--- config.mk ---
export PLATFORM = sky130hd
export DESIGN_NAME = spi_radio_register_snooper
export DESIGN_NICKNAME = d
export VERILOG_FILES = /design/src/rtl/srs_pkg.sv /design/src/rtl/spi_radio_register_snooper.sv /design/src/rtl/srs_front.sv /design/src/rtl/srs_queue.sv /design/src/rtl/srs_back.sv
export SDC_FILE = /design/constraint.sdc
export NUM_CORES = 1
export LEC_CHECK = 0
export BUFFER_PORTS_ARGS = -buffer_cell sky130_fd_sc_hd__buf_2
export CAP_MARGIN = 30
export CORE_UTILIZATION = 45
export CTS_CLUSTER_DIAMETER = 120
export DETAILED_ROUTE_END_ITERATION = 6
export PLACE_DENSITY = 0.77
export RECOVER_POWER = 25
export SLEW_MARGIN = 10
export SYNTH_ARGS = -nofsm -noshare
export SYNTH_HDL_FRONTEND = slang
export SYNTH_SLANG_ARGS = --single-unit
--- constraint.sdc ---
create_clock -name clock -period 3.9 [get_ports clock]
set_input_delay 0 -clock clock [delete_from_list [all_inputs] [get_ports clock]]
set_output_delay 0 -clock clock [all_outputs]
set_load 0.01 [all_outputs]
--- src/rtl/srs_pkg.sv ---
// Shared types and constants for the SPI radio register snooper.
// Holds the command format passed from the front end to the back end,
// radio register addresses, event codes and the bandwidth lookup.
package srs_pkg;

   // Event codes that travel with every result.
   typedef enum logic [1:0] {
      EV_SETTINGS = 2'd0,
      EV_TX_START = 2'd1,
      EV_RX_START = 2'd2,
      EV_DATA_RX  = 2'd3
   } event_kind_type;

   // Radio register addresses that the snooper shadows.
   localparam logic [6:0] REG_OPMODE       = 7'h01;
   localparam logic [6:0] REG_MODEM_CFG1   = 7'h1d;
   localparam logic [6:0] REG_MODEM_CFG2   = 7'h1e;
   localparam logic [6:0] REG_SYMB_TIMEOUT = 7'h1f;
   localparam logic [6:0] REG_PREAMBLE_MSB = 7'h20;
   localparam logic [6:0] REG_PREAMBLE_LSB = 7'h21;
   localparam logic [6:0] REG_PAYLOAD_LEN  = 7'h22;
   localparam logic [6:0] REG_MODEM_CFG3   = 7'h26;

   // Operating mode codes in the low bits of the opmode register.
   localparam logic [2:0] MODE_TX = 3'd3;
   localparam logic [2:0] MODE_RX = 3'd6;

   // First byte of a FIFO read.
   localparam logic [7:0] FIFO_READ_CMD = 8'h00;

   // Settings after reset.
   localparam logic [3:0]  RST_BW_INDEX    = 4'd7;
   localparam logic [3:0]  RST_CODING_RATE = 4'd5;
   localparam logic [3:0]  RST_SPREADING   = 4'd7;
   localparam logic [3:0]  RST_FLAGS       = 4'd0;
   localparam logic [9:0]  RST_TIMEOUT     = 10'd100;
   localparam logic [15:0] RST_PREAMBLE    = 16'd8;
   localparam logic [7:0]  RST_PAYLOAD     = 8'd1;

   // Bandwidth field limit and valid ranges of coding rate and spreading factor.
   localparam logic [3:0] BW_INDEX_LIMIT = 4'd10;
   localparam logic [2:0] CR_FIELD_MIN   = 3'd1;
   localparam logic [2:0] CR_FIELD_MAX   = 3'd4;
   localparam logic [3:0] CR_OFFSET      = 4'd4;
   localparam logic [3:0] SF_MIN         = 4'd6;
   localparam logic [3:0] SF_MAX         = 4'd12;

   // Depth of the command queue between front and back end.
   localparam int QUEUE_DEPTH_DEFAULT = 2;

   // One decoded transaction waiting to be applied.
   typedef struct packed {
      logic        is_write;  // 1 register write, 0 FIFO read
      logic [6:0]  reg_addr;
      logic [7:0]  value;     // written value, or FIFO length for a read
      logic [31:0] time_stamp;
   } srs_cmd_type;

   // Bandwidth in Hz for a stored bandwidth index.
   function automatic logic [18:0] bw_hz(input logic [3:0] idx);
      logic [18:0] hz;
      case (idx)
         4'd0:    hz = 19'd7800;
         4'd1:    hz = 19'd10400;
         4'd2:    hz = 19'd15600;
         4'd3:    hz = 19'd20800;
         4'd4:    hz = 19'd31250;
         4'd5:    hz = 19'd41700;
         4'd6:    hz = 19'd62500;
         4'd8:    hz = 19'd250000;
         4'd9:    hz = 19'd500000;
         default: hz = 19'd125000;
      endcase
      return hz;
   endfunction

endpackage

--- src/rtl/spi_radio_register_snooper.sv ---
// Top level of the SPI radio register snooper.
// Ties the front end, command queue and back end together; uses srs_pkg.
//
// This block watches the bytes that a host sends to a radio transceiver over
// SPI, one byte per request, with tlast marking the final byte of each chip
// select window and a timestamp carried in every byte. It takes one request
// every clock cycle while req_tready is high, and the front end decides at
// the last byte whether the transaction was a FIFO read (first byte zero) or
// a two-byte write to one of the tracked radio registers; anything else is
// dropped silently. Decoded transactions pass through a two-entry command
// queue to the back end, which updates the shadow copy of the radio settings
// and loads one result into its output register. Accepting the last byte of
// a transaction pushes its command into the queue; the back end pops it into
// the output register, which drives rsp_tvalid, once that register is empty
// or being taken. The back end retires one command per cycle, so with
// rsp_tready held high the block sustains one request per cycle
// indefinitely. When the result side stalls, the output register and the
// queue absorb up to three results before req_tready drops.
// Each result reports the event kind on rsp_tuser and the settings in force
// after the transaction was applied.
module spi_radio_register_snooper #(
   parameter int QUEUE_DEPTH = srs_pkg::QUEUE_DEPTH_DEFAULT
) (
   input  logic         clock,
   input  logic         reset,
   input  logic         req_tvalid,
   output logic         req_tready,
   // data_byte [7:0], time_stamp [39:8]
   input  logic [39:0]  req_tdata,
   input  logic         req_tlast,   // end_of_transaction
   output logic         rsp_tvalid,
   input  logic         rsp_tready,
   // event_time [31:0], received_length [39:32], mode_flags [43:40],
   // bandwidth_hz [62:44], coding_rate [66:63], spreading_factor [70:67],
   // symbol_timeout [80:71], preamble_length [96:81],
   // payload_length [104:97], zero fill [111:105]
   output logic [111:0] rsp_tdata,
   output logic [1:0]   rsp_tuser    // event_kind
);
   import srs_pkg::*;

   logic        accept;
   logic        push;
   logic        full;
   logic        cmd_valid;
   logic        pop;
   srs_cmd_type push_cmd;
   srs_cmd_type pop_cmd;
   logic [31:0] event_time;
   logic [7:0]  received_length;
   logic [3:0]  mode_flags;
   logic [18:0] bandwidth_hz;
   logic [3:0]  coding_rate;
   logic [3:0]  spreading_factor;
   logic [9:0]  symbol_timeout;
   logic [15:0] preamble_length;
   logic [7:0]  payload_length;

   // The front end never stalls on its own; it only waits for queue space.
   assign req_tready = !full;
   assign accept     = req_tvalid && req_tready;

   srs_front u_front (
      .clock              (clock),
      .reset              (reset),
      .accept             (accept),
      .data_byte          (req_tdata[7:0]),
      .end_of_transaction (req_tlast),
      .time_stamp         (req_tdata[39:8]),
      .push               (push),
      .cmd                (push_cmd)
   );

   srs_queue #(
      .DEPTH (QUEUE_DEPTH)
   ) u_queue (
      .clock     (clock),
      .reset     (reset),
      .push      (push),
      .push_data (push_cmd),
      .full      (full),
      .pop       (pop),
      .not_empty (cmd_valid),
      .pop_data  (pop_cmd)
   );

   srs_back u_back (
      .clock            (clock),
      .reset            (reset),
      .cmd_valid        (cmd_valid),
      .cmd              (pop_cmd),
      .pop              (pop),
      .out_valid        (rsp_tvalid),
      .out_ready        (rsp_tready),
      .event_kind       (rsp_tuser),
      .event_time       (event_time),
      .received_length  (received_length),
      .mode_flags       (mode_flags),
      .bandwidth_hz     (bandwidth_hz),
      .coding_rate      (coding_rate),
      .spreading_factor (spreading_factor),
      .symbol_timeout   (symbol_timeout),
      .preamble_length  (preamble_length),
      .payload_length   (payload_length)
   );

   assign rsp_tdata = {7'd0, payload_length, preamble_length, symbol_timeout,
                       spreading_factor, coding_rate, bandwidth_hz, mode_flags,
                       received_length, event_time};

endmodule

--- src/rtl/srs_front.sv ---
// Front end of the SPI radio register snooper: counts the bytes of each
// transaction and turns finished ones into commands. Depends on srs_pkg.
module srs_front (
   input  logic                clock,
   input  logic                reset,
   input  logic                accept,
   input  logic [7:0]          data_byte,
   input  logic                end_of_transaction,
   input  logic [31:0]         time_stamp,
   output logic                push,
   output srs_pkg::srs_cmd_type cmd
);
   import srs_pkg::*;

   logic [7:0] count_ff, count_in;
   logic [7:0] first_ff, first_in;
   logic [7:0] second_ff, second_in;
   logic       tracked;

   always_comb begin
      first_in  = (count_ff == 8'd0) ? data_byte : first_ff;
      second_in = (count_ff == 8'd1) ? data_byte : second_ff;
      count_in  = end_of_transaction ? 8'd0 : count_ff + 8'd1;
   end

   always_comb begin
      unique case (first_in[6:0])
         REG_OPMODE, REG_MODEM_CFG1, REG_MODEM_CFG2, REG_SYMB_TIMEOUT,
         REG_PREAMBLE_MSB, REG_PREAMBLE_LSB, REG_PAYLOAD_LEN,
         REG_MODEM_CFG3: tracked = 1'b1;
         default:        tracked = 1'b0;
      endcase
   end

   // A FIFO read reports its count; a write needs exactly two bytes.
   always_comb begin
      cmd.time_stamp = time_stamp;
      cmd.reg_addr   = first_in[6:0];
      if (first_in == FIFO_READ_CMD) begin
         cmd.is_write = 1'b0;
         cmd.value    = count_ff;
         push         = accept && end_of_transaction;
      end else begin
         cmd.is_write = 1'b1;
         cmd.value    = second_in;
         push         = accept && end_of_transaction && first_in[7]
                        && (count_ff == 8'd1) && tracked;
      end
   end

   always_ff @(posedge clock) begin
      if (reset) begin
         count_ff  <= 8'd0;
         first_ff  <= 8'd0;
         second_ff <= 8'd0;
      end else if (accept) begin
         count_ff  <= count_in;
         first_ff  <= first_in;
         second_ff <= second_in;
      end
   end

   a_count_restarts : assert property (@(posedge clock) disable iff (reset)
      accept && end_of_transaction |=> count_ff == 8'd0)
      else $error("byte count did not restart after end of transaction");

endmodule

--- src/rtl/srs_queue.sv ---
// Small command queue between the front and back end of the snooper.
// Register array with read and write pointers. Depends on srs_pkg.
module srs_queue #(
   parameter int DEPTH = srs_pkg::QUEUE_DEPTH_DEFAULT
) (
   input  logic                 clock,
   input  logic                 reset,
   input  logic                 push,
   input  srs_pkg::srs_cmd_type push_data,
   output logic                 full,
   input  logic                 pop,
   output logic                 not_empty,
   output srs_pkg::srs_cmd_type pop_data
);
   import srs_pkg::*;

   localparam int PW = (DEPTH > 1) ? $clog2(DEPTH) : 1;
   localparam int CW = $clog2(DEPTH + 1);
   localparam logic [PW-1:0] LAST_PTR  = PW'(DEPTH - 1);
   localparam logic [CW-1:0] DEPTH_CNT = CW'(DEPTH);

   srs_cmd_type   entry_ff [DEPTH];
   logic [PW-1:0] wr_ptr_ff, wr_ptr_in;
   logic [PW-1:0] rd_ptr_ff, rd_ptr_in;
   logic [CW-1:0] count_ff, count_in;

   assign full      = (count_ff == DEPTH_CNT);
   assign not_empty = (count_ff != '0);
   assign pop_data  = entry_ff[rd_ptr_ff];

   always_comb begin
      wr_ptr_in = wr_ptr_ff;
      rd_ptr_in = rd_ptr_ff;
      count_in  = count_ff;
      if (push) begin
         wr_ptr_in = (wr_ptr_ff == LAST_PTR) ? '0 : wr_ptr_ff + PW'(1);
      end
      if (pop) begin
         rd_ptr_in = (rd_ptr_ff == LAST_PTR) ? '0 : rd_ptr_ff + PW'(1);
      end
      if (push && !pop) begin
         count_in = count_ff + CW'(1);
      end else if (pop && !push) begin
         count_in = count_ff - CW'(1);
      end
   end

   always_ff @(posedge clock) begin
      if (reset) begin
         wr_ptr_ff <= '0;
         rd_ptr_ff <= '0;
         count_ff  <= '0;
      end else begin
         wr_ptr_ff <= wr_ptr_in;
         rd_ptr_ff <= rd_ptr_in;
         count_ff  <= count_in;
      end
   end

   always_ff @(posedge clock) begin
      if (push) begin
         entry_ff[wr_ptr_ff] <= push_data;
      end
   end

   a_no_overflow : assert property (@(posedge clock) disable iff (reset)
      !(push && full && !pop))
      else $error("command pushed into a full queue");

   a_no_underflow : assert property (@(posedge clock) disable iff (reset)
      !(pop && !not_empty))
      else $error("command popped from an empty queue");

   a_count_bound : assert property (@(posedge clock) disable iff (reset)
      count_ff <= DEPTH_CNT)
      else $error("queue fill count beyond its depth");

endmodule

--- src/rtl/srs_back.sv ---
// Back end of the snooper: applies queued commands to the shadow settings
// and holds the result register. Depends on srs_pkg.
module srs_back (
   input  logic                 clock,
   input  logic                 reset,
   input  logic                 cmd_valid,
   input  srs_pkg::srs_cmd_type cmd,
   output logic                 pop,
   output logic                 out_valid,
   input  logic                 out_ready,
   output logic [1:0]           event_kind,
   output logic [31:0]          event_time,
   output logic [7:0]           received_length,
   output logic [3:0]           mode_flags,
   output logic [18:0]          bandwidth_hz,
   output logic [3:0]           coding_rate,
   output logic [3:0]           spreading_factor,
   output logic [9:0]           symbol_timeout,
   output logic [15:0]          preamble_length,
   output logic [7:0]           payload_length
);
   import srs_pkg::*;

   typedef struct packed {
      logic [3:0]  bw_index;
      logic [3:0]  coding_rate;
      logic [3:0]  spreading;
      logic [3:0]  flags;
      logic [9:0]  timeout;
      logic [15:0] preamble;
      logic [7:0]  payload;
   } settings_type;

   settings_type   set_ff, set_in;
   event_kind_type kind_in;
   logic [7:0]     len_in;
   logic           out_valid_ff, out_valid_in;
   logic [1:0]     kind_ff;
   logic [31:0]    time_ff;
   logic [7:0]     len_ff;
   logic [18:0]    bw_ff;
   logic [7:0]     v;

   assign v   = cmd.value;
   assign pop = cmd_valid && (!out_valid_ff || out_ready);

   always_comb begin
      set_in  = set_ff;
      kind_in = EV_SETTINGS;
      len_in  = 8'd0;
      if (!cmd.is_write) begin
         kind_in = EV_DATA_RX;
         len_in  = v;
      end else begin
         unique case (cmd.reg_addr)
            REG_OPMODE: begin
               set_in.flags[0] = v[7];
               if (v[2:0] == MODE_TX) begin
                  kind_in = EV_TX_START;
               end else if (v[2:0] == MODE_RX) begin
                  kind_in = EV_RX_START;
               end
            end
            REG_MODEM_CFG1: begin
               // An out-of-range bandwidth drops the whole write; a bad
               // coding rate keeps the bandwidth but nothing after it.
               if (v[7:4] < BW_INDEX_LIMIT) begin
                  set_in.bw_index = v[7:4];
                  if (v[3:1] >= CR_FIELD_MIN && v[3:1] <= CR_FIELD_MAX) begin
                     set_in.coding_rate = {1'b0, v[3:1]} + CR_OFFSET;
                     set_in.flags[1]    = v[0];
                  end
               end
            end
            REG_MODEM_CFG2: begin
               if (v[7:4] >= SF_MIN && v[7:4] <= SF_MAX) begin
                  set_in.spreading = v[7:4];
               end
               set_in.flags[2]     = v[2];
               set_in.timeout[9:8] = v[1:0];
            end
            REG_SYMB_TIMEOUT: set_in.timeout[7:0]   = v;
            REG_PREAMBLE_MSB: set_in.preamble[15:8] = v;
            REG_PREAMBLE_LSB: set_in.preamble[7:0]  = v;
            REG_PAYLOAD_LEN:  set_in.payload        = v;
            REG_MODEM_CFG3:   set_in.flags[3]       = v[3];
            default: ;
         endcase
      end
   end

   always_comb begin
      if (pop) begin
         out_valid_in = 1'b1;
      end else if (out_ready) begin
         out_valid_in = 1'b0;
      end else begin
         out_valid_in = out_valid_ff;
      end
   end

   always_ff @(posedge clock) begin
      if (reset) begin
         out_valid_ff <= 1'b0;
         set_ff.bw_index    <= RST_BW_INDEX;
         set_ff.coding_rate <= RST_CODING_RATE;
         set_ff.spreading   <= RST_SPREADING;
         set_ff.flags       <= RST_FLAGS;
         set_ff.timeout     <= RST_TIMEOUT;
         set_ff.preamble    <= RST_PREAMBLE;
         set_ff.payload     <= RST_PAYLOAD;
      end else begin
         out_valid_ff <= out_valid_in;
         if (pop) begin
            set_ff <= set_in;
         end
      end
   end

   always_ff @(posedge clock) begin
      if (pop) begin
         kind_ff <= kind_in;
         time_ff <= cmd.time_stamp;
         len_ff  <= len_in;
         bw_ff   <= bw_hz(set_in.bw_index);
      end
   end

   assign out_valid        = out_valid_ff;
   assign event_kind       = kind_ff;
   assign event_time       = time_ff;
   assign received_length  = len_ff;
   assign mode_flags       = set_ff.flags;
   assign bandwidth_hz     = bw_ff;
   assign coding_rate      = set_ff.coding_rate;
   assign spreading_factor = set_ff.spreading;
   assign symbol_timeout   = set_ff.timeout;
   assign preamble_length  = set_ff.preamble;
   assign payload_length   = set_ff.payload;

   a_pop_gives_result : assert property (@(posedge clock) disable iff (reset)
      pop |=> out_valid_ff)
      else $error("applied command left no result");

   a_settings_only_on_pop : assert property (@(posedge clock) disable iff (reset)
      !$past(pop) && !$past(reset) |-> $stable(set_ff))
      else $error("shadow settings changed without a command");

endmodule
==> results by group <==
Status
  • Outcome: complete, but fails checks
  • Failing checks: max-capacitance violations, max-slew violations

Logic synthesis
  • Synth Area per Inst: 12.8 um^2
  • Post-synthesis sequential area ratio: 64.0%
  • Compound-Gate Fraction of Synth Area: 9.18%
  • Register bit total from synthesis: 236
  • Cell Area, Synth: 9830 um^2
  • Yosys warnings: 0
  • Share of synthesized flip-flops with an asynchronous set or reset: 0%
  • Synth Area in Adders: 1.15%
  • Number of synthesized flops with an enable pin: 156
  • Synth unique cells: 72
  • Top_reg_cell synth: edfxtp_1
  • Syn Inst Count: 769
  • Share of synthesized area spent on multiplexers: 8.48%
  • Synth Area in XOR/XNOR: 0.891%
  • Main combinational cell family by area after synthesis: simple AND/OR/NAND/NOR gates
  • Post-synthesis simple-gate area fraction: 10.1%

Worst setup path
  • Crit Path Max Fanout: 19
  • Crit path DAT: 3.23 ns
  • CP Data Required Time: 4.10 ns
  • CP endpoint kind: flop
  • FF-to-FF setup slack: 0.87 ns
  • Reg2reg start: u_front.count_ff[2]
  • R2R Path End: u_queue.entry_ff[1][18]
  • Kind of critical path: reg2reg
  • Crit path launch type: flop
  • R2R depth: 6

Hold path
  • Worst Hold Path EP: u_front.count_ff[1]
  • Hold_sp: req_tvalid
  • Hold path cells: 4
  • Worst hold path type: in2reg

GRT
  • GRT overflow: 0
  • Initial antenna violation count: 1
  • GRT Overall Usage: 17.9%
  • First-pass GRT wire length: 31300 um
  • Vias in the first global route: 6008
  • Largest net degree at the start of global routing: 63

Floorplanning
  • Top Ports: 161
  • Row count: 53
  • Starting density of the core: 46.3%
  • Die Width: 150 um
  • Core area: 21200 um^2
  • Die Area: 22400 um^2
  • Die Y: 150 um

Routing
  • Number of DRC markers in iteration 0: 389
  • Final WL: 20300 um
  • Via density: 5.22
  • DRC: 0
  • Via count: 6338
  • Final ANT Viol Nets: 0
  • Mean routed wirelength per cell: 16.7 um
  • First-pass DRT Iterations: 5

STA
  • Total negative slack: 0 ns
  • Worst slew pin tran: 2.69 ns
  • Final Cycle Share: 77.7%
  • Slew Viols, Final: 60
  • Fin. Hold Viols: 0
  • Tmin final: 3.03 ns
  • Max_slew headroom: -79.5%
  • RSZ-0062 raised after global routing: false
  • Fmax: 330 MHz
  • Clock Skews: 0.0203 ns
  • Final setup fails: 0

Clocking
  • Inserted Clock Buffers: 24
  • CTS tree: yes
  • CTS resizes: 0
  • H-tree Lvls: 1
  • Clock Latency Late Sink: 0.51 ns
  • Clk sinks: 236
  • Clock Path Buffers: 3
  • Reg clk slew, reported paths: 0.06 ns
  • # Post-CTS Setup Buffers: 0
  • CTS root buf: clkbuf_16
  • Cts hold-fix bufs: 43

Cells and area
  • Final #Nets: 977
  • Area growth, synth to finish: 18.3%
  • Layout cells sized above 1: 20.8%
  • # fillers: 1796

Placed design
  • Port-buffer cells: 152
  • Dpl hpwl: 12900 um
  • GPL Wtd Cong: 0.840

Power and ir drop
  • VDD IR max: 0.000284 V
  • Leak Pwr: 4.18 nW
  • PwrDens: 639 nW/um^2
  • Total power: 0.00743 W

Job
  • Max-cap violations: 1
critical path, stage by stage (launching register included):
cell and delay, ns:
dfxtp_1 0.37, nor4_2 0.35, nand3_2 0.39, or4_4 0.67
a21oi_2 0.19, and2_2 0.48, buf_4 0.27
registers in the layout, summed over array words and instances, names as in the netlist, 4 cells and up, named ones only:
signal,flops
u_back.set_ff,4
u_front.count_ff,8
u_back.payload_length,8
u_back.received_length,8
u_back.symbol_timeout,10
u_back.mode_flags,4
u_back.bandwidth_hz,18
u_back.coding_rate,4
u_queue.entry_ff,96
u_front.first_ff,8
u_back.event_time,32
u_back.spreading_factor,4
u_back.preamble_length,16
u_front.second_ff,8
how the worst max path moves through the flow:
stage,from,slack [ns],end,depth (start not counted)
after floorplan,u_front.count_ff[2],0.48,u_queue.entry_ff[0][0],5
after global placement,u_front.count_ff[2],0.83,u_queue.entry_ff[1][17],6
after detailed placement,u_front.count_ff[2],0.87,u_queue.entry_ff[1][17],6
after CTS,u_front.count_ff[2],0.85,u_queue.entry_ff[1][8],6
after global routing,u_front.count_ff[2],0.65,u_queue.entry_ff[1][8],6
final,u_front.count_ff[2],0.87,u_queue.entry_ff[1][18],6
cell type report:
type / instances / area, um^2 / share of cell area (%)
sequential: 236 / 6290 / 54.1
multi-input combinational: 444 / 2960 / 25.5
timing repair buffer: 208 / 1210 / 10.4
clock buffer: 32 / 704 / 6.06
tap: 275 / 344 / 2.96
clock inverter: 9 / 76.3 / 0.656
inverter: 9 / 33.8 / 0.291
antenna: 1 / 2.50 / 0.0215
per-stage QoR:
stage          setup WS [ns]  util [%]  hold WS [ns]  area (um^2)  cells
2_1_floorplan          0.485         -        0.0989         9860    776
3_3_place_gp           0.833      49.5         0.189        10500   1129
3_5_place_dp           0.867      49.5         0.192        10500   1129
4_1_cts                0.847      55.2        0.0746        11700   1213
5_1_grt                0.648      54.8         0.118        11600   1214
6_report               0.871      54.8         0.110        11600   1214
layer usage:
metal  wire length, um  vias up  global-route usage [%]
li1                  -     3046                       -
met1              8710     3042                    23.6
met2              9880      217                    30.0
met3              1320       33                    2.93
met4               367        0                    5.66
met5                 0        -                       0
Yosys cell counts, drive strengths merged (4+ instances only):
cell type  number  area share (%)
a21oi          43             2.3
nand3           6            0.36
nand2b          8            0.59
nor2b           7            0.47
buf            73             5.4
inv             8            0.31
and2            4            0.25
edfxtp        156              48
mux2i          25             2.7
o22ai           5            0.38
nor2           88             3.4
a31oi           5            0.32
and3            4            0.25
o21ai          31             1.6
mux2           50             5.8
nor4            5            0.45
ha              9             1.1
dfxtp          80              16
a211oi         26             2.1
nor3            9            0.74
xor2            6            0.53
nand2          53             2.0
nand4           5            0.32
o211ai          7            0.53
xnor2           4            0.36
clkbuf         14            0.53
or3             4            0.25
power breakdown:
part           leakage, nW  switching (W)  internal, W  total, W
clock network        0.378       0.000916      0.00133   0.00225
registers             2.08       0.000171      0.00319   0.00336
logic                 1.72        0.00112     0.000705   0.00182
cell families (layout without fill, tap and decap cells):
group / Yosys count / in the layout
xor+xnor: 10 / 10
buf+inv: 96 / 258
simple gates: 204 / 204
other cells: 1 / 9
mux: 75 / 75
flops: 236 / 236
compound gates: 138 / 138
fa+ha+maj: 9 / 9
cells in the final DEF (no fill, tap or decap), types with 5 or more instances in the layout:
| cell type | n |
|---|---|
| buf_4 | 10 |
| a21oi_1 | 41 |
| dfxtp_1 | 79 |
| nand4_1 | 5 |
| nand3_1 | 5 |
| nand2b_1 | 7 |
| dlygate4sd3_1 | 43 |
| ha_1 | 9 |
| a211oi_1 | 25 |
| xor2_1 | 6 |
| buf_2 | 74 |
| nor2_1 | 86 |
| a31oi_1 | 5 |
| clkbuf_1 | 81 |
| clkbuf_16 | 27 |
| inv_1 | 7 |
| edfxtp_1 | 156 |
| mux2_2 | 47 |
| o211ai_1 | 7 |
| nand2_1 | 53 |
| nor2b_1 | 5 |
| o21ai_0 | 29 |
| mux2i_1 | 23 |
| nor3_1 | 6 |
| conb_1 | 8 |
Note: power is estimated with default switching activity, not from simulation.
